===== config.mk =====
export PLATFORM = sky130hd
export DESIGN_NAME = two_finger_pinch_distance_tracker_core
export DESIGN_NICKNAME = d
export VERILOG_FILES = /design/src/rtl/pdt_pkg.sv /design/src/rtl/pdt_front.sv /design/src/rtl/pdt_queue.sv /design/src/rtl/pdt_isqrt.sv /design/src/rtl/pdt_back.sv /design/src/rtl/two_finger_pinch_distance_tracker_core.sv
export SDC_FILE = /design/constraint.sdc
export NUM_CORES = 1
export LEC_CHECK = 0
export BUFFER_PORTS_ARGS = -buffer_cell sky130_fd_sc_hd__buf_4
export CORE_ASPECT_RATIO = 1.25
export CORE_MARGIN = 2
export CORE_UTILIZATION = 65
export CTS_BUF_LIST = sky130_fd_sc_hd__clkbuf_8
export CTS_CLUSTER_SIZE = 12
export DETAILED_ROUTE_END_ITERATION = 10
export HOLD_SLACK_MARGIN = 0.12
export PLACE_DENSITY = 0.83
export REMOVE_ABC_BUFFERS = 1
export SLEW_MARGIN = 20
export SYNTH_ARGS = -nofsm -noshare
export SYNTH_HDL_FRONTEND = slang
export SYNTH_SLANG_ARGS = --single-unit

===== constraint.sdc =====
create_clock -name clock -period 13.1 [get_ports clock]
set_clock_uncertainty 0.2 [all_clocks]
set_input_delay 0.655 -clock clock [delete_from_list [all_inputs] [get_ports clock]]
set_output_delay 0.655 -clock clock [all_outputs]
set_load 0.02 [all_outputs]

===== src/rtl/pdt_pkg.sv =====
// Shared types and constants of the pinch distance tracker.
`timescale 1ns / 1ps
`default_nettype none
package pdt_pkg;

   localparam int EVT_TYPE_W  = 5;
   localparam int EVT_CODE_W  = 10;
   localparam int EVT_VALUE_W = 32;
   localparam int DIST_W      = 13;
   localparam int COORD_W_MAX = 16;
   localparam int SLOT_W      = 1;
   localparam int COUNT_W     = 2;
   localparam int QUEUE_DEPTH = 2;
   localparam int QPTR_W      = 1;

   localparam logic [EVT_TYPE_W-1:0] EV_SYN = 5'd0;
   localparam logic [EVT_TYPE_W-1:0] EV_ABS = 5'd3;

   localparam logic [EVT_CODE_W-1:0] CODE_REPORT = 10'h000;
   localparam logic [EVT_CODE_W-1:0] CODE_SLOT   = 10'h02f;
   localparam logic [EVT_CODE_W-1:0] CODE_POS_X  = 10'h035;
   localparam logic [EVT_CODE_W-1:0] CODE_POS_Y  = 10'h036;
   localparam logic [EVT_CODE_W-1:0] CODE_TRACK  = 10'h039;

   localparam logic [COUNT_W-1:0] COUNT_MAX  = 2'd3;
   localparam logic [COUNT_W-1:0] COUNT_EMIT = 2'd1;
   localparam logic [DIST_W-1:0]  DIST_MAX   = 13'h1fff;

   typedef enum logic [2:0] {
      OP_REPORT = 3'd0,
      OP_SLOT   = 3'd1,
      OP_TRACK  = 3'd2,
      OP_POSX   = 3'd3,
      OP_POSY   = 3'd4
   } op_type;

   typedef struct packed {
      op_type                 op;
      logic                   slot_ok;
      logic [SLOT_W-1:0]      slot_idx;
      logic                   lift;
      logic [COORD_W_MAX-1:0] coord;
   } cmd_type;

endpackage
`default_nettype wire


===== src/rtl/pdt_front.sv =====
// Event decoder: classifies incoming events into commands and drops ignored ones.
`timescale 1ns / 1ps
`default_nettype none
module pdt_front #(
   parameter int COORD_BITS = 12
) (
   input  wire logic                                 req_valid,
   output logic                                      req_ready,
   input  wire logic [pdt_pkg::EVT_TYPE_W-1:0]       req_event_type,
   input  wire logic [pdt_pkg::EVT_CODE_W-1:0]       req_event_code,
   input  wire logic signed [pdt_pkg::EVT_VALUE_W-1:0] req_event_value,
   input  wire logic                                 q_ready,
   output logic                                      q_push,
   output pdt_pkg::cmd_type                          q_cmd
);

   localparam logic [pdt_pkg::EVT_VALUE_W-1:0] COORD_LIMIT =
      pdt_pkg::EVT_VALUE_W'((64'd1 << COORD_BITS) - 64'd1);

   logic                                known;
   logic [pdt_pkg::EVT_VALUE_W-1:0]     uval;
   logic [pdt_pkg::EVT_VALUE_W-1:0]     clamped;

   assign req_ready = q_ready;
   assign uval      = $unsigned(req_event_value);

   always_comb begin
      if (uval[pdt_pkg::EVT_VALUE_W-1]) begin
         clamped = '0;
      end else if (uval > COORD_LIMIT) begin
         clamped = COORD_LIMIT;
      end else begin
         clamped = uval;
      end
   end

   always_comb begin
      known          = 1'b0;
      q_cmd.op       = pdt_pkg::OP_REPORT;
      // A slot number is good when it is 0 or 1, which leaves the upper bits clear.
      q_cmd.slot_ok  = (uval[pdt_pkg::EVT_VALUE_W-1:pdt_pkg::SLOT_W] == '0);
      q_cmd.slot_idx = uval[pdt_pkg::SLOT_W-1:0];
      q_cmd.lift     = &uval;
      q_cmd.coord    = clamped[pdt_pkg::COORD_W_MAX-1:0];
      if (req_event_type == pdt_pkg::EV_SYN) begin
         if (req_event_code == pdt_pkg::CODE_REPORT) begin
            known    = 1'b1;
            q_cmd.op = pdt_pkg::OP_REPORT;
         end
      end else if (req_event_type == pdt_pkg::EV_ABS) begin
         unique case (req_event_code)
            pdt_pkg::CODE_SLOT: begin
               known    = 1'b1;
               q_cmd.op = pdt_pkg::OP_SLOT;
            end
            pdt_pkg::CODE_TRACK: begin
               known    = 1'b1;
               q_cmd.op = pdt_pkg::OP_TRACK;
            end
            pdt_pkg::CODE_POS_X: begin
               known    = 1'b1;
               q_cmd.op = pdt_pkg::OP_POSX;
            end
            pdt_pkg::CODE_POS_Y: begin
               known    = 1'b1;
               q_cmd.op = pdt_pkg::OP_POSY;
            end
            default: begin
               known = 1'b0;
            end
         endcase
      end
   end

   assign q_push = req_valid && q_ready && known;

endmodule
`default_nettype wire


===== src/rtl/pdt_queue.sv =====
// Short command queue between the decoder and the execution side.
`timescale 1ns / 1ps
`default_nettype none
module pdt_queue (
   input  wire logic             clock,
   input  wire logic             reset,
   input  wire logic             push,
   input  wire pdt_pkg::cmd_type push_cmd,
   output logic                  push_ready,
   input  wire logic             pop,
   output logic                  pop_valid,
   output pdt_pkg::cmd_type      pop_cmd
);

   pdt_pkg::cmd_type              entry_ff [pdt_pkg::QUEUE_DEPTH];
   logic [pdt_pkg::QPTR_W-1:0]    wr_ptr_ff, wr_ptr_in;
   logic [pdt_pkg::QPTR_W-1:0]    rd_ptr_ff, rd_ptr_in;
   logic [pdt_pkg::QPTR_W:0]      count_ff, count_in;
   logic                          do_push, do_pop;

   assign push_ready = (count_ff != (pdt_pkg::QPTR_W+1)'(pdt_pkg::QUEUE_DEPTH));
   assign pop_valid  = (count_ff != '0);
   assign pop_cmd    = entry_ff[rd_ptr_ff];
   assign do_push    = push && push_ready;
   assign do_pop     = pop && pop_valid;

   always_comb begin
      wr_ptr_in = wr_ptr_ff;
      rd_ptr_in = rd_ptr_ff;
      count_in  = count_ff;
      if (do_push) begin
         wr_ptr_in = (wr_ptr_ff == pdt_pkg::QPTR_W'(pdt_pkg::QUEUE_DEPTH - 1)) ?
                     '0 : wr_ptr_ff + 1'b1;
      end
      if (do_pop) begin
         rd_ptr_in = (rd_ptr_ff == pdt_pkg::QPTR_W'(pdt_pkg::QUEUE_DEPTH - 1)) ?
                     '0 : rd_ptr_ff + 1'b1;
      end
      if (do_push && !do_pop) begin
         count_in = count_ff + 1'b1;
      end else if (do_pop && !do_push) begin
         count_in = count_ff - 1'b1;
      end
   end

   always_ff @(posedge clock) begin
      if (reset) begin
         wr_ptr_ff <= '0;
         rd_ptr_ff <= '0;
         count_ff  <= '0;
      end else begin
         wr_ptr_ff <= wr_ptr_in;
         rd_ptr_ff <= rd_ptr_in;
         count_ff  <= count_in;
      end
   end

   always_ff @(posedge clock) begin
      if (do_push) begin
         entry_ff[wr_ptr_ff] <= push_cmd;
      end
   end

endmodule
`default_nettype wire


===== src/rtl/pdt_isqrt.sv =====
// Iterative integer square root, one result bit per cycle.
`timescale 1ns / 1ps
`default_nettype none
module pdt_isqrt #(
   parameter int COORD_BITS = 12
) (
   input  wire logic                  clock,
   input  wire logic                  reset,
   input  wire logic                  start,
   input  wire logic [2*COORD_BITS:0] radicand,
   output logic                       done,
   output logic [COORD_BITS:0]        root
);

   localparam int NP = COORD_BITS + 1;
   localparam int CW = $clog2(NP);

   logic [2*NP-1:0] n_ff, n_in;
   logic [NP-1:0]   rem_ff, rem_in;
   logic [NP-1:0]   root_ff, root_in;
   logic [CW-1:0]   cnt_ff, cnt_in;
   logic            busy_ff, busy_in;
   logic            done_ff, done_in;
   logic [NP+1:0]   rem_sh, trial, rem_sub;
   logic            take;

   // Bring down the next bit pair and try to append a one to the root.
   assign rem_sh  = {rem_ff, n_ff[2*NP-1 -: 2]};
   assign trial   = {root_ff, 2'b01};
   assign take    = (rem_sh >= trial);
   assign rem_sub = rem_sh - trial;

   always_comb begin
      n_in    = n_ff;
      rem_in  = rem_ff;
      root_in = root_ff;
      cnt_in  = cnt_ff;
      busy_in = busy_ff;
      done_in = 1'b0;
      if (start) begin
         n_in    = {1'b0, radicand};
         rem_in  = '0;
         root_in = '0;
         cnt_in  = '0;
         busy_in = 1'b1;
      end else if (busy_ff) begin
         n_in    = {n_ff[2*NP-3:0], 2'b00};
         rem_in  = take ? rem_sub[NP-1:0] : rem_sh[NP-1:0];
         root_in = {root_ff[NP-2:0], take};
         cnt_in  = cnt_ff + 1'b1;
         if (cnt_ff == CW'(NP - 1)) begin
            busy_in = 1'b0;
            done_in = 1'b1;
         end
      end
   end

   always_ff @(posedge clock) begin
      if (reset) begin
         busy_ff <= 1'b0;
         done_ff <= 1'b0;
         cnt_ff  <= '0;
      end else begin
         busy_ff <= busy_in;
         done_ff <= done_in;
         cnt_ff  <= cnt_in;
      end
   end

   always_ff @(posedge clock) begin
      n_ff    <= n_in;
      rem_ff  <= rem_in;
      root_ff <= root_in;
   end

   assign done = done_ff;
   assign root = root_ff;

endmodule
`default_nettype wire


===== src/rtl/pdt_back.sv =====
// Execution side: slot and contact state, distance sequencer and result register.
`timescale 1ns / 1ps
`default_nettype none
module pdt_back #(
   parameter int COORD_BITS = 12
) (
   input  wire logic                        clock,
   input  wire logic                        reset,
   input  wire logic                        q_valid,
   input  wire pdt_pkg::cmd_type            q_cmd,
   output logic                             q_pop,
   output logic                             rsp_valid,
   input  wire logic                        rsp_ready,
   output logic [pdt_pkg::DIST_W-1:0]       rsp_pinch_distance
);

   localparam int NP = COORD_BITS + 1;
   localparam int SW = 2 * COORD_BITS;

   typedef enum logic [4:0] {
      ST_IDLE   = 5'b00001,
      ST_SQUARE = 5'b00010,
      ST_SUM    = 5'b00100,
      ST_ROOT   = 5'b01000,
      ST_SEND   = 5'b10000
   } state_type;

   state_type                      state_ff, state_in;
   logic [pdt_pkg::SLOT_W-1:0]     cur_slot_ff, cur_slot_in;
   logic                           slot_valid_ff, slot_valid_in;
   logic                           got_pos_ff, got_pos_in;
   logic [1:0]                     active_ff, active_in;
   logic [pdt_pkg::COUNT_W-1:0]    count_ff [2];
   logic [pdt_pkg::COUNT_W-1:0]    count_in [2];
   logic [COORD_BITS-1:0]          x_ff [2];
   logic [COORD_BITS-1:0]          x_in [2];
   logic [COORD_BITS-1:0]          y_ff [2];
   logic [COORD_BITS-1:0]          y_in [2];
   logic [COORD_BITS-1:0]          dx_ff, dx_in, dy_ff, dy_in;
   logic [SW-1:0]                  sqx_ff, sqx_in, sqy_ff, sqy_in;
   logic [pdt_pkg::DIST_W-1:0]     res_ff, res_in;
   logic                           rsp_valid_ff, rsp_valid_in;
   logic [pdt_pkg::DIST_W-1:0]     rsp_dist_ff, rsp_dist_in;
   logic                           root_start, root_done;
   logic [SW:0]                    radicand;
   logic [NP-1:0]                  root;
   logic                           root_big;

   assign radicand = {1'b0, sqx_ff} + {1'b0, sqy_ff};
   assign root_big = ((NP + pdt_pkg::DIST_W)'(root) >
                      (NP + pdt_pkg::DIST_W)'(pdt_pkg::DIST_MAX));

   pdt_isqrt #(
      .COORD_BITS (COORD_BITS)
   ) u_isqrt (
      .clock    (clock),
      .reset    (reset),
      .start    (root_start),
      .radicand (radicand),
      .done     (root_done),
      .root     (root)
   );

   always_comb begin
      state_in      = state_ff;
      cur_slot_in   = cur_slot_ff;
      slot_valid_in = slot_valid_ff;
      got_pos_in    = got_pos_ff;
      active_in     = active_ff;
      count_in      = count_ff;
      x_in          = x_ff;
      y_in          = y_ff;
      dx_in         = dx_ff;
      dy_in         = dy_ff;
      sqx_in        = sqx_ff;
      sqy_in        = sqy_ff;
      res_in        = res_ff;
      rsp_dist_in   = rsp_dist_ff;
      rsp_valid_in  = rsp_valid_ff && !rsp_ready;
      q_pop         = 1'b0;
      root_start    = 1'b0;
      unique case (state_ff)
         ST_IDLE: begin
            if (q_valid) begin
               q_pop = 1'b1;
               // Slot changes and reports both close the pending frame of the old slot.
               if (q_cmd.op == pdt_pkg::OP_REPORT || q_cmd.op == pdt_pkg::OP_SLOT) begin
                  if (got_pos_ff && slot_valid_ff &&
                      count_ff[cur_slot_ff] != pdt_pkg::COUNT_MAX) begin
                     count_in[cur_slot_ff] = count_ff[cur_slot_ff] + 1'b1;
                  end
                  got_pos_in = 1'b0;
               end
               case (q_cmd.op)
                  pdt_pkg::OP_REPORT: begin
                     if (active_ff[0] && active_ff[1] &&
                         count_in[0] > pdt_pkg::COUNT_EMIT &&
                         count_in[1] > pdt_pkg::COUNT_EMIT) begin
                        dx_in    = (x_ff[1] > x_ff[0]) ? x_ff[1] - x_ff[0] : x_ff[0] - x_ff[1];
                        dy_in    = (y_ff[1] > y_ff[0]) ? y_ff[1] - y_ff[0] : y_ff[0] - y_ff[1];
                        state_in = ST_SQUARE;
                     end
                  end
                  pdt_pkg::OP_SLOT: begin
                     if (q_cmd.slot_ok) begin
                        cur_slot_in   = q_cmd.slot_idx;
                        slot_valid_in = 1'b1;
                     end else begin
                        slot_valid_in = 1'b0;
                     end
                  end
                  pdt_pkg::OP_TRACK: begin
                     if (slot_valid_ff) begin
                        active_in[cur_slot_ff] = !q_cmd.lift;
                        count_in[cur_slot_ff]  = '0;
                     end
                  end
                  pdt_pkg::OP_POSX: begin
                     if (slot_valid_ff) begin
                        x_in[cur_slot_ff] = q_cmd.coord[COORD_BITS-1:0];
                        got_pos_in        = 1'b1;
                     end
                  end
                  pdt_pkg::OP_POSY: begin
                     if (slot_valid_ff) begin
                        y_in[cur_slot_ff] = q_cmd.coord[COORD_BITS-1:0];
                        got_pos_in        = 1'b1;
                     end
                  end
                  default: begin
                     got_pos_in = got_pos_in;
                  end
               endcase
            end
         end
         ST_SQUARE: begin
            sqx_in   = {{COORD_BITS{1'b0}}, dx_ff} * {{COORD_BITS{1'b0}}, dx_ff};
            sqy_in   = {{COORD_BITS{1'b0}}, dy_ff} * {{COORD_BITS{1'b0}}, dy_ff};
            state_in = ST_SUM;
         end
         ST_SUM: begin
            root_start = 1'b1;
            state_in   = ST_ROOT;
         end
         ST_ROOT: begin
            if (root_done) begin
               res_in   = root_big ? pdt_pkg::DIST_MAX : pdt_pkg::DIST_W'(root);
               state_in = ST_SEND;
            end
         end
         ST_SEND: begin
            if (!rsp_valid_ff || rsp_ready) begin
               rsp_valid_in = 1'b1;
               rsp_dist_in  = res_ff;
               state_in     = ST_IDLE;
            end
         end
         default: begin
            state_in = ST_IDLE;
         end
      endcase
   end

   always_ff @(posedge clock) begin
      if (reset) begin
         state_ff      <= ST_IDLE;
         cur_slot_ff   <= '0;
         slot_valid_ff <= 1'b1;
         got_pos_ff    <= 1'b0;
         active_ff     <= '0;
         count_ff      <= '{default: '0};
         x_ff          <= '{default: '0};
         y_ff          <= '{default: '0};
         rsp_valid_ff  <= 1'b0;
      end else begin
         state_ff      <= state_in;
         cur_slot_ff   <= cur_slot_in;
         slot_valid_ff <= slot_valid_in;
         got_pos_ff    <= got_pos_in;
         active_ff     <= active_in;
         count_ff      <= count_in;
         x_ff          <= x_in;
         y_ff          <= y_in;
         rsp_valid_ff  <= rsp_valid_in;
      end
   end

   always_ff @(posedge clock) begin
      dx_ff       <= dx_in;
      dy_ff       <= dy_in;
      sqx_ff      <= sqx_in;
      sqy_ff      <= sqy_in;
      res_ff      <= res_in;
      rsp_dist_ff <= rsp_dist_in;
   end

   assign rsp_valid          = rsp_valid_ff;
   assign rsp_pinch_distance = rsp_dist_ff;

endmodule
`default_nettype wire


===== src/rtl/two_finger_pinch_distance_tracker_core.sv =====
// Top level of the two-finger pinch distance tracker.
// Events are taken at one per cycle into a two-entry command queue while it has room; an event that
// updates state is registered in the queue and then retired by the executor from its idle state.
// A report that yields a distance passes the square, sum, root and send states in that order
// (the square root unit runs COORD_BITS + 1 iterations in the root state), and it holds
// the executor, and with it the queue, until the result register takes the distance.
// Synchronous reset empties the queue, clears contacts, counts and positions, selects slot 0.
`timescale 1ns / 1ps
`default_nettype none
module two_finger_pinch_distance_tracker_core #(
   parameter int COORD_BITS = 12
) (
   input  wire logic                                   clock,
   input  wire logic                                   reset,
   input  wire logic                                   req_valid,
   output logic                                        req_ready,
   input  wire logic [pdt_pkg::EVT_TYPE_W-1:0]         req_event_type,
   input  wire logic [pdt_pkg::EVT_CODE_W-1:0]         req_event_code,
   input  wire logic signed [pdt_pkg::EVT_VALUE_W-1:0] req_event_value,
   output logic                                        rsp_valid,
   input  wire logic                                   rsp_ready,
   output logic [pdt_pkg::DIST_W-1:0]                  rsp_pinch_distance
);

   logic             push, push_ready, pop, pop_valid;
   pdt_pkg::cmd_type push_cmd, pop_cmd;

   pdt_front #(
      .COORD_BITS (COORD_BITS)
   ) u_front (
      .req_valid       (req_valid),
      .req_ready       (req_ready),
      .req_event_type  (req_event_type),
      .req_event_code  (req_event_code),
      .req_event_value (req_event_value),
      .q_ready         (push_ready),
      .q_push          (push),
      .q_cmd           (push_cmd)
   );

   pdt_queue u_queue (
      .clock      (clock),
      .reset      (reset),
      .push       (push),
      .push_cmd   (push_cmd),
      .push_ready (push_ready),
      .pop        (pop),
      .pop_valid  (pop_valid),
      .pop_cmd    (pop_cmd)
   );

   pdt_back #(
      .COORD_BITS (COORD_BITS)
   ) u_back (
      .clock              (clock),
      .reset              (reset),
      .q_valid            (pop_valid),
      .q_cmd              (pop_cmd),
      .q_pop              (pop),
      .rsp_valid          (rsp_valid),
      .rsp_ready          (rsp_ready),
      .rsp_pinch_distance (rsp_pinch_distance)
   );

endmodule
`default_nettype wire


* After elaboration in Yosys (flattened, before gate mapping)
Memory sizes are Yosys's and may differ from the RTL's. A register that Yosys moved wholly into a read port is not among the register bits. Cells that the tools add are included.
Cells by class: $add $sub $neg 12, multiply operators 2, magnitude comparators 10, eq/ne operators 22, mux-type cells 60, bitwise operators 4, reductions and logical operators 43
Operators by type and width (count):
- 25-bit 2-to-1 mux | 2
- 24-bit bitwise mux | 2
- 12-bit by 12-bit multiplier with 24-bit output | 2
- 12-bit subtractor | 4
- 10-bit by 6-bit equality test with 1-bit output, second input constant | 4
- 12-bit 2-to-1 mux | 3
- 32-bit by 12-bit > comparator with 1-bit output, second input constant | 1
- 16-bit 2-to-1 mux | 2
- 32-bit AND reduction | 1
- 31-bit zero test | 1
- 24-bit by 24-bit adder with 25-bit output | 1
- 5-bit 2-to-1 mux | 5
- 5-bit one-hot mux with 5 select lines | 1
- 12-bit > comparator | 2
- 1-bit 2-to-1 mux | 24
- 4-bit 2-to-1 mux | 6
- 4-bit AND reduction | 5
- 15-bit greater-or-equal comparator | 1
- 1-bit logical AND | 14
- 13-bit 2-to-1 mux | 1
- 13-bit subtractor | 1
- 12-bit demux with 1-bit select | 1
- 2-bit 2-to-1 mux | 6
- 3-bit one-hot mux with 4 select lines | 1
- 41 further kinds | 62
Word-level totals: flip-flop bits (word level) 223, RAM bits 44, input bits 51, memories 1
Memories:
- u_queue.entry_ff | words 2, width 22, read ports 1, clocked after memory_dff 1, wr ports 1, line pdt_queue.sv:15 | pdt_pkg::cmd_type entry_ff [pdt_pkg::QUEUE_DEPTH];

* Depth between registers and ports, before layout
Gate-level depths: netlist of the first run.
word-level depth 17, depth in mapped cells 22, gate-level depth less buffers 20

* By module
Synthesis of the first run repeated with hierarchy kept, for this count alone.
Unflattened totals: cell total of the unflattened synthesis 2263, area, all modules 22316.4 sq um
Modules (own cells, without submodules):
- pdt_back | instances 1, cells each 1781, area each 16866.2 sq um, seq. area each 4144.0 sq um
- pdt_isqrt | instances 1, cells each 307, area each 3179.3 sq um, seq. area each 1411.4 sq um
- pdt_queue | instances 1, cells each 92, area each 1801.7 sq um, seq. area each 1421.4 sq um
- pdt_front | instances 1, cells each 83, area each 469.2 sq um, seq. area each 0.0 sq um

* Least setup slack after synthesis of the first run
No wires, ideal clock.
path type register to register, start register u_back.dx_ff[1], end register u_back.sqx_ff[22] (data pin), library setup time 0.281 ns, arrival time 5.073 ns, setup slack 7.547 ns, cell stages (with the launch flop) 20, path buffers 1, period minus slack after synthesis 5.553 ns, path through edfxtp_1 -> clkbuf_1 -> and2_1 -> inv_1 -> fa_1 -> inv_1 -> fa_1 -> fa_1 -> fa_1 -> inv_1 -> fa_1 -> inv_1 -> ha_1 -> a21o_1 -> a21oi_1 -> nor2_1 -> a21oi_1 -> o21ai_0 -> o41ai_1 -> o211ai_1
Between the ends: cells in the longest elaborated chain, start to end 1
Ends and longest elaborated chain:
- start: declaration | line pdt_back.sv:39 | logic [COORD_BITS-1:0] dx_ff, dx_in, dy_ff, dy_in;
- start signal: assignment | line pdt_back.sv:189 | dx_ff <= dx_in;
- 12-bit by 12-bit multiplier with 24-bit output | line pdt_back.sv:137 | sqx_in = {{COORD_BITS{1'b0}}, dx_ff} * {{COORD_BITS{1'b0}}, dx_ff};
- end signal: assignment | line pdt_back.sv:191 | sqx_ff <= sqx_in;
- end: declaration | line pdt_back.sv:40 | logic [SW-1:0] sqx_ff, sqx_in, sqy_ff, sqy_in;
No other way between the ends. A chain may end at the register's enable or synchronous reset.

* Worst setup path after layout of the first run
start register u_back.dx_ff[10], end register u_back.sqx_ff[23] (data pin)
The elaborated chain is that of the path after synthesis.

==> out/qor.json, run 1 <==
{
  "run_status": {
    "run_status": "completed"
  },
  "sta": {
    "hold_viol": 0,
    "setup_violations": 0,
    "post-route-period-util": 0.4573,
    "achievable-frequency_ghz": 0.1669,
    "report.final.slew_viol_count": 0,
    "setup-tns-final_ns": 0,
    "worst_slew_margin_rel": 0.2466,
    "post-route-min-period_ns": 5.991,
    "rsz_0062_raised_after_global_routing": "no",
    "fin_worst_hold_slack_ns": 0.2060,
    "worstMarginPinSlew_ns": 1.127
  },
  "placed_design": {
    "dp.final_hpwl_mm": 33.88,
    "port_buffers": 65,
    "finalWeightedCongestion": 0.8959,
    "placedInstanceArea_um2": 21970
  },
  "critical_path": {
    "path_cells": "and2_1, fa_1, inv_1, fa_1, inv_1, fa_1, fa_1, inv_1, fa_1, inv_1, ha_1, a21o_1, a21oi_1, a31oi_1, o41ai_2, o2111ai_1, a21oi_1, xnor2_1",
    "critPathArrivalTime_ns": 6.09,
    "cp.buffers_inverters": 4,
    "critPathMostFrequentCell": "sky130_fd_sc_hd__fa_1",
    "critical_path.max_stage_delay_ns": 0.57,
    "worst_ep_required_time_ns": 13.20,
    "endpoint_kind": "flip-flop",
    "category_of_the_worst_setup_path_launch_point": "flip-flop",
    "crit_family": "adder cells",
    "critical_path_class": "reg2reg",
    "critPathMaxFanout": 13,
    "critPathSlowestCell": "sky130_fd_sc_hd__edfxtp_1"
  },
  "hold_path": {
    "type_of_the_most_critical_hold_path": "in2reg"
  },
  "detailed_routing": {
    "drt_iter0_drc": 973,
    "route.vias.total": 15467,
    "viasPerCell": 5.756,
    "drt_pre_antenna_iters": 7,
    "drc": 0,
    "antenna_left": 0,
    "detail_route.wl_per_cell_um": 16.18,
    "finalWirelength_mm": 43.47
  },
  "synthesis": {
    "synth_edf_count": 157,
    "postSynth.topFlopCell": "sky130_fd_sc_hd__edfxtp_1",
    "post_synthesis_cell_area_um2": 21200,
    "ys_seq_area_frac": 0.3178,
    "synthDominantCellAreaShare": 0.2224,
    "yosys-top-cells-count": "sky130_fd_sc_hd__inv_1 (376), sky130_fd_sc_hd__ha_1 (201), sky130_fd_sc_hd__fa_1 (169), sky130_fd_sc_hd__edfxtp_1 (157), sky130_fd_sc_hd__nor2_1 (144)",
    "postSynthCellCount": 2202,
    "ys_top_cells_by_area": "sky130_fd_sc_hd__edfxtp_1 (22%), sky130_fd_sc_hd__fa_1 (16%), sky130_fd_sc_hd__ha_1 (12%), sky130_fd_sc_hd__dfxtp_1 (9.5%), sky130_fd_sc_hd__inv_1 (6.7%)",
    "synth_largest_area_cell": "sky130_fd_sc_hd__edfxtp_1",
    "post_synth.cell_area_avg_um2": 9.627,
    "synth-warning-count": 0,
    "post-synth-top-count-cell": "sky130_fd_sc_hd__inv_1",
    "synth.ff_latch_count": 258,
    "post_synth_num_cell_types": 75,
    "synth_async_sr_flop_share": 0
  },
  "die": {
    "rows": 73,
    "die_area_um2": 34080,
    "die_width_um": 165.5,
    "fp.coreArea_um2": 31970,
    "initial_utilization": 0.6631,
    "boundaryPins": 66,
    "die_h_um": 205.9
  },
  "cts": {
    "max-clock-path-buffers": 3,
    "cts.clk_slew.worst_paths_ns": 0.06,
    "cts_inserted_buffers": 42,
    "clock_latency_reported_for_the_late_side_of_the_worst_skew_pair_ns": 0.58,
    "htreeDepth": 2,
    "post_cts_resize_count": 0,
    "tritoncts": "yes",
    "cts-root-buf": "sky130_fd_sc_hd__clkbuf_8",
    "post-cts-setup-buffers": 0,
    "clock_sinks": 258
  },
  "cells_and_area": {
    "post_route_cells_drive_above_1_share": 0.07253,
    "postLayoutCellArea_um2": 22840,
    "layout-area-overhead-vs-synth_pct": 7.756,
    "n_antenna_cell": 0,
    "final_standard_cell_utilization_of_the_core": 0.7145,
    "num-fill-cells": 2310,
    "nNetsFinal": 2663
  },
  "power_and_ir_drop": {
    "p_leak_nw": 10.02,
    "peakVddDrop_mv": 0.1063,
    "power-per-cell-area_nw_per_um2": 80.21
  },
  "grt": {
    "grt_antenna_before_repair": 0,
    "grt_max_degree": 72,
    "first_global_vias": 16083,
    "grt_util_all_layers": 0.2670,
    "grt_first_pass_wirelength_mm": 73.50,
    "global_route.overflow_total": 0
  },
  "run": {
    "max-cap-violations": 0
  }
}
-- per-layer routing --
layer	track usage	share of wire	routed length [um]	vias to the layer above
met1	0.3024	0.39	17040	7423
met4	0.1235	0.047	2034	0
met5	0	0	0	-
met2	0.4953	0.52	22720	413
li1	-	-	-	7493
met3	0.03392	0.038	1673	138
-- cells in the final DEF, fill, tap and decap left out, types with 12 or more instances in the layout --
master and count:
sky130_fd_sc_hd__inv_1 386, sky130_fd_sc_hd__ha_1 201, sky130_fd_sc_hd__fa_1 169, sky130_fd_sc_hd__edfxtp_1 157, sky130_fd_sc_hd__nor2_1 143, sky130_fd_sc_hd__nand2_1 124
sky130_fd_sc_hd__a21oi_1 111, sky130_fd_sc_hd__dfxtp_1 99, sky130_fd_sc_hd__and2_1 93, sky130_fd_sc_hd__o21ai_0 84, sky130_fd_sc_hd__buf_4 74, sky130_fd_sc_hd__xnor2_1 72
sky130_fd_sc_hd__a211oi_1 69, sky130_fd_sc_hd__nor3_1 52, sky130_fd_sc_hd__mux2i_1 47, sky130_fd_sc_hd__clkbuf_8 46, sky130_fd_sc_hd__a21o_1 36, sky130_fd_sc_hd__nand4_1 27
sky130_fd_sc_hd__xor2_1 25, sky130_fd_sc_hd__nand3_1 24, sky130_fd_sc_hd__nor2b_1 20, sky130_fd_sc_hd__nand2b_1 19, sky130_fd_sc_hd__and3_1 12, sky130_fd_sc_hd__o21bai_1 12
sky130_fd_sc_hd__clkinv_2 12
-- per-stage QoR --
step / total power [mW] / cells / setup slack (ns)
final: 1.832 / 2687 / 7.109
after global routing: 1.905 / 2687 / 6.819
after CTS: 1.846 / 2687 / 7.148
after detailed placement: 1.133 / 2609 / 7.170
after global placement: 1.123 / 2609 / 7.325
after floorplan: 1.060 / 2123 / 7.629
-- cells by family (layout without fill, tap and decap cells) --
group / count (synthesis) / count (layout) / synth area share
compound gates: 395 / 395 / 0.1201
xor+xnor: 97 / 97 / 0.04008
fa+ha+maj: 370 / 370 / 0.2782
buf+inv: 455 / 528 / 0.08187
flops: 258 / 258 / 0.3178
mux: 55 / 55 / 0.02662
simple gates: 572 / 572 / 0.1353
-- state kept, by name, summed over array words and instances, names as in the netlist, 2 cells and up, named ones only --
name / cells
u_back.u_isqrt.rem_ff: 13
u_queue.entry_ff: 36
u_back.u_isqrt.cnt_ff: 4
u_back.y_ff: 24
u_back.rsp_pinch_distance: 13
u_back.u_isqrt.root: 13
u_back.dy_ff: 12
u_back.sqy_ff: 23
u_back.x_ff: 24
u_back.count_ff: 4
u_back.u_isqrt.n_ff: 26
u_back.sqx_ff: 23
u_back.res_ff: 13
u_back.state_ff: 5
u_queue.count_ff: 2
u_back.active_ff: 2
u_back.dx_ff: 12
-- report_power, final --
part / switching (mW) / internal (mW)
clock: 0.328 / 0.386
combinational: 0.128 / 0.0893
sequential: 0.0304 / 0.871
total: 0.486 / 1.35
-- timing repair --
action                                 4_1_cts  5_1_grt
hold buffers                                 1        0
endpoints found under the hold margin        2        0
setup endpoints to repair                    0        0
-- layout make-up --
cell class / instances / area [um2] / share of cell area
multi-input cells: 1489 / 12760 / 0.5584
flip-flops and latches: 258 / 6739 / 0.2950
inverters: 376 / 1411 / 0.06179
clock buffers: 46 / 633.1 / 0.02772
repair buffers: 75 / 565.5 / 0.02476
well taps: 412 / 515.5 / 0.02257
clock inverters: 31 / 221.5 / 0.009695
-- worst reg2reg max path: cells and delay by family, from the launching register on --
kind                       cells  cell delay, ns
AOI/OAI and AO/OA              6            1.46
xor gates and xnor gates       1            0.09
adders and majority gates      6            2.88
buffers and inverters          4            0.23
DFF                            1            0.57
and+or+nand+nor                1            0.28
-- worst paths after layout --
check	startpoint	to	cells after the start	slack (ns)
min reg2reg	u_back.res_ff[0]$_DFFE_PP_	u_back.rsp_pinch_distance[0]$_DFFE_PP_	0	0.22
max	u_back.dx_ff[10]$_DFFE_PP_	u_back.sqx_ff[23]$_DFFE_PP_	18	7.11
min	rsp_ready	u_back.rsp_valid$_SDFF_PP0_	3	0.21
max reg2reg	u_back.dx_ff[10]$_DFFE_PP_	u_back.sqx_ff[23]$_DFFE_PP_	18	7.11
(Power assumes the default switching activity.)
==> run 2, diff against run 1 <==
Settings changed: CORE_UTILIZATION 65 to 59, PLACE_DENSITY 0.83 to 0.79.
Clock period 13.1 ns to 4.8 ns, I/O delays scaled along.
==> run 2 against run 1 <==
The flow now finishes with violations (setup timing). Final area grew 14%. Clock power grew to 2.7 times the previous value. Count of clock-buffer cells in the layout down 1. Register-to-register slack lost 7.9 ns. Sequential share of layout area shrank 3.6 points. Combinational power increased to 3.1 times the previous value. Worst hold slack gained 0.011 ns. Worst setup slack got worse by 7.9 ns. Flip-flop and latch count is the same. Via count increased by 11%. Largest cell class unchanged. Largest power group unchanged.
==> out/qor.json, run 2 (synthesis gave the netlist of run 1 again) <==
{
  "power_and_ir_drop": {
    "p_leak": {"value": 11.35, "unit": "nW", "change": "+13%"},
    "swShare": {"value": 0.2735, "change": "+0.008396"},
    "power-per-cell-area": {"value": 192.4, "unit": "nW/um2", "change": "+140%"},
    "p_int": {"value": 3.629, "unit": "mW", "change": "+170%"},
    "peakVddDrop": {"value": 0.3507, "unit": "mV", "change": "+230%"},
    "p_seq_frac": {"value": 0.485, "change": "-0.007"},
    "share_clk_of_total_power": {"value": 0.381, "change": "-0.009"},
    "combPwrFrac": {"value": 0.135, "change": "+0.017"},
    "net-switching-power": {"value": 1.367, "unit": "mW", "change": "+180%"}
  },
  "placed_design": {
    "dp.cells": {"value": 2825, "change": "+8.3%"},
    "port_buffers": {"value": 65, "change": "unchanged"},
    "placement.setup.worst_slack": {"value": -0.8285, "unit": "ns", "change": "-7.998 ns"},
    "finalWeightedCongestion": {"value": 0.8685, "change": "-3.1%"},
    "dp.final_hpwl": {"value": 34.57, "unit": "mm", "change": "+2.0%"}
  },
  "critical_path": {
    "reg2regPathDepth": {"value": 20, "change": "+2"},
    "endpoint_kind": "flip-flop",
    "critPathMaxFanout": {"value": 7, "change": "-6"},
    "rr_endpoint": "u_back.sqy_ff[23]$_DFFE_PP_",
    "worst_ep_required_time": {"value": 4.92, "unit": "ns", "change": "-8.28 ns"},
    "worst_setup_path_startpoint": "u_back.dy_ff[3]$_DFFE_PP_",
    "critPathArrivalTime": {"value": 5.67, "unit": "ns", "change": "-0.42 ns"},
    "r2r_slack": {"value": -0.74, "unit": "ns", "change": "-7.85 ns"},
    "reg2reg_from": "u_back.dy_ff[3]$_DFFE_PP_",
    "category_of_the_worst_setup_path_launch_point": "flip-flop",
    "critical_path_class": "reg2reg"
  },
  "die": {
    "initial_utilization": {"value": 0.5995, "change": "-0.06357"},
    "die_area": {"value": 37470, "unit": "um2", "change": "+9.9%"},
    "rows": {"value": 77, "change": "+5.5%"},
    "boundaryPins": {"value": 66, "change": "unchanged"},
    "die_h": {"value": 215.9, "unit": "um", "change": "+4.9%"},
    "fp.coreArea": {"value": 35360, "unit": "um2", "change": "+11%"},
    "die_width": {"value": 173.5, "unit": "um", "change": "+4.8%"}
  },
  "cts": {
    "clock_latency_reported_for_the_late_side_of_the_worst_skew_pair": {"value": 0.60, "unit": "ns", "change": "+0.02 ns"},
    "tritoncts": "yes",
    "htreeDepth": {"value": 2, "change": "unchanged"},
    "max-clock-path-buffers": {"value": 3, "change": "unchanged"},
    "cts-root-buf": "sky130_fd_sc_hd__clkbuf_8",
    "cts_inserted_buffers": {"value": 42, "change": "unchanged"},
    "cts.clk_slew.worst_paths": {"value": 0.06, "unit": "ns", "change": "about the same"},
    "clock_sinks": {"value": 258, "change": "unchanged"}
  },
  "cells_and_area": {
    "final_cell_count_no_fill": {"value": 3001, "change": "+12%"},
    "final_common_cell": "sky130_fd_sc_hd__inv_1",
    "post_route_cells_drive_above_1_share": {"value": 0.2137, "change": "+0.1412"},
    "final_cell_mix": "sky130_fd_sc_hd__inv_1 (354), sky130_fd_sc_hd__buf_4 (242), sky130_fd_sc_hd__ha_1 (171)",
    "registers_with_the_most_flip_flops": "u_queue.entry_ff (36), u_back.u_isqrt.n_ff (26)",
    "num-fill-cells": {"value": 2237, "change": "-3.2%"},
    "largest_reg_flops": {"value": 36, "change": "unchanged"},
    "layout-area-overhead-vs-synth_pct": 22.50,
    "nNetsFinal": {"value": 2915, "change": "+9.5%"},
    "final_standard_cell_utilization_of_the_core": {"value": 0.7344, "change": "+0.01990"},
    "top_register": "u_queue.entry_ff",
    "n_antenna_cell": {"value": 0, "change": "unchanged"}
  },
  "grt": {
    "global_route.overflow_total": {"value": 0, "change": "unchanged"},
    "grt_first_pass_wirelength": {"value": 82.34, "unit": "mm", "change": "+12%"},
    "first_global_vias": {"value": 18063, "change": "+12%"},
    "grt_antenna_before_repair": {"value": 0, "change": "unchanged"},
    "grt_max_degree": {"value": 72, "change": "unchanged"},
    "grt_util_all_layers": {"value": 0.2668, "change": "about the same"}
  },
  "hold_path": {
    "min_path_cells": {"value": 0, "change": "-3"},
    "type_of_the_most_critical_hold_path": "reg2reg",
    "hold_path_startpoint": "u_back.res_ff[12]$_DFFE_PP_",
    "holdPathEnd": "u_back.rsp_pinch_distance[12]$_DFFE_PP_"
  },
  "detailed_routing": {
    "detail_route.wl_per_cell": {"value": 17.62, "unit": "um", "change": "+8.9%"},
    "drt_pre_antenna_iters": {"value": 6, "change": "-1"},
    "antenna_left": {"value": 0, "change": "unchanged"},
    "finalWirelength": {"value": 52.88, "unit": "mm", "change": "+22%"},
    "drt_iter0_drc": {"value": 1345, "change": "+38%"},
    "viasPerCell": {"value": 5.699, "change": "-0.99%"},
    "route.vias.total": {"value": 17104, "change": "+11%"},
    "drc": {"value": 0, "change": "unchanged"}
  },
  "sta": {
    "worst_slew_margin_rel": {"value": 0.3296, "change": "+0.08302"},
    "fin_ws": {"value": -0.7420, "unit": "ns", "change": "-7.852 ns"},
    "hold_viol": {"value": 0, "change": "unchanged"},
    "post-route-min-period": {"value": 5.542, "unit": "ns", "change": "-0.4485 ns"},
    "report.final.slew_viol_count": {"value": 0, "change": "unchanged"},
    "post-route-period-util": {"value": 1.155, "change": "+0.6973"},
    "setup_violations": {"value": 28, "change": "+28"},
    "achievable-frequency": {"value": 0.1804, "unit": "GHz", "change": "+8.1%"},
    "worstMarginPinSlew": {"value": 1.006, "unit": "ns", "change": "-0.1210 ns"},
    "rsz_0062_raised_after_global_routing": "yes"
  },
  "run": {
    "max-cap-violations": {"value": 0, "change": "unchanged"}
  },
  "run_status": {
    "failing_checks": "setup timing",
    "run_status": "finished with violations"
  }
}
==> run 2: changes by cell type in the layout (fill, tap and decap cells not counted), moves of 12 or more <==
cell	delta
sky130_fd_sc_hd__and2_1	-20
sky130_fd_sc_hd__dlygate4sd3_1	+44
sky130_fd_sc_hd__inv_2	+35
sky130_fd_sc_hd__inv_1	-32
sky130_fd_sc_hd__and2_4	+20
sky130_fd_sc_hd__ha_1	-30
sky130_fd_sc_hd__buf_4	+168
sky130_fd_sc_hd__buf_6	+39
sky130_fd_sc_hd__ha_4	+26
sky130_fd_sc_hd__a21oi_1	-16
sky130_fd_sc_hd__nand2_1	-18
sky130_fd_sc_hd__a21oi_2	+14
sky130_fd_sc_hd__nand2_2	+12
==> run 2: what timing repair did <==
action	CTS	global route
endpoints found under the setup margin	27	28
setup buffers	44	19
gates resized for setup	177	80
hold endpoints to repair	108	0
cloned	0	0
hold buffers	45	0
pin swaps	131	59
==> run 2: per-layer routing <==
metal / GRT usage / vias to the layer above / share of wire
met5: 0 / - / 0
met1: 0.2761 / 8289 / 0.36
met2: 0.5121 / 587 / 0.54
met4: 0.1525 / 0 / 0.060
met3: 0.03612 / 234 / 0.041
li1: - / 7994 / -
==> run 2: metrics by stage <==
step	instance area [um2]	setup TNS (ns)	total power, mW	hold slack, ns
final	25970	-11.08	4.996	0.2170
after global routing	25970	-15.41	5.171	0.2202
after CTS	25550	-5.589	4.997	0.1865
after detailed placement	23200	-12.91	3.098	0.2045
after global placement	23200	-9.879	3.068	0.2007
after floorplan	20870	-7.217	2.894	0.1091
==> run 2: layout make-up <==
class | count | area (um2) | area share
clock buffer | 45 | 619.3 | 0.02385
clock inverter | 32 | 206.4 | 0.007950
inverter | 376 | 1414 | 0.05445
multi-input combinational | 1489 | 13680 | 0.5266
sequential | 258 | 6738 | 0.2595
tap | 474 | 593.1 | 0.02284
timing repair buffer | 327 | 2721 | 0.1048
==> run 2: worst max-delay path, stage by stage, from the launching register on <==
cell,delay (ns)
sky130_fd_sc_hd__edfxtp_1,0.54
sky130_fd_sc_hd__nand2_2,0.14
sky130_fd_sc_hd__inv_2,0.05
sky130_fd_sc_hd__fa_1,0.46
sky130_fd_sc_hd__fa_1,0.51
sky130_fd_sc_hd__inv_2,0.04
sky130_fd_sc_hd__fa_1,0.53
sky130_fd_sc_hd__inv_2,0.06
sky130_fd_sc_hd__fa_1,0.51
sky130_fd_sc_hd__inv_2,0.05
sky130_fd_sc_hd__fa_1,0.54
sky130_fd_sc_hd__inv_2,0.06
sky130_fd_sc_hd__ha_4,0.31
sky130_fd_sc_hd__a2111oi_4,0.08
sky130_fd_sc_hd__nor3_2,0.28
sky130_fd_sc_hd__nand3_2,0.19
sky130_fd_sc_hd__a31oi_4,0.25
sky130_fd_sc_hd__nand4_1,0.15
sky130_fd_sc_hd__nand4b_1,0.14
sky130_fd_sc_hd__a21oi_2,0.07
sky130_fd_sc_hd__xnor2_1,0.12
==> run 2: worst max path at each step <==
stage,slack [ns],endpoint,depth (start not counted)
after floorplan,-0.67,u_back.sqx_ff[22]$_DFFE_PP_,18
after detailed placement,-0.83,u_back.sqx_ff[22]$_DFFE_PP_,20
after CTS,-0.57,u_back.sqx_ff[23]$_DFFE_PP_,19
final,-0.74,u_back.sqy_ff[23]$_DFFE_PP_,20
after global routing,-0.90,u_back.sqx_ff[22]$_DFFE_PP_,20
after global placement,-0.71,u_back.sqx_ff[23]$_DFFE_PP_,19
==> run 2: power by group through the flow <==
stage	clock network, mW	logic, mW	registers, mW
2_1_floorplan	0	0.414	2.48
3_3_place_gp	0	0.605	2.46
3_5_place_dp	0	0.632	2.47
4_1_cts	1.92	0.658	2.42
5_1_grt	2.01	0.736	2.42
6_report	1.90	0.673	2.42
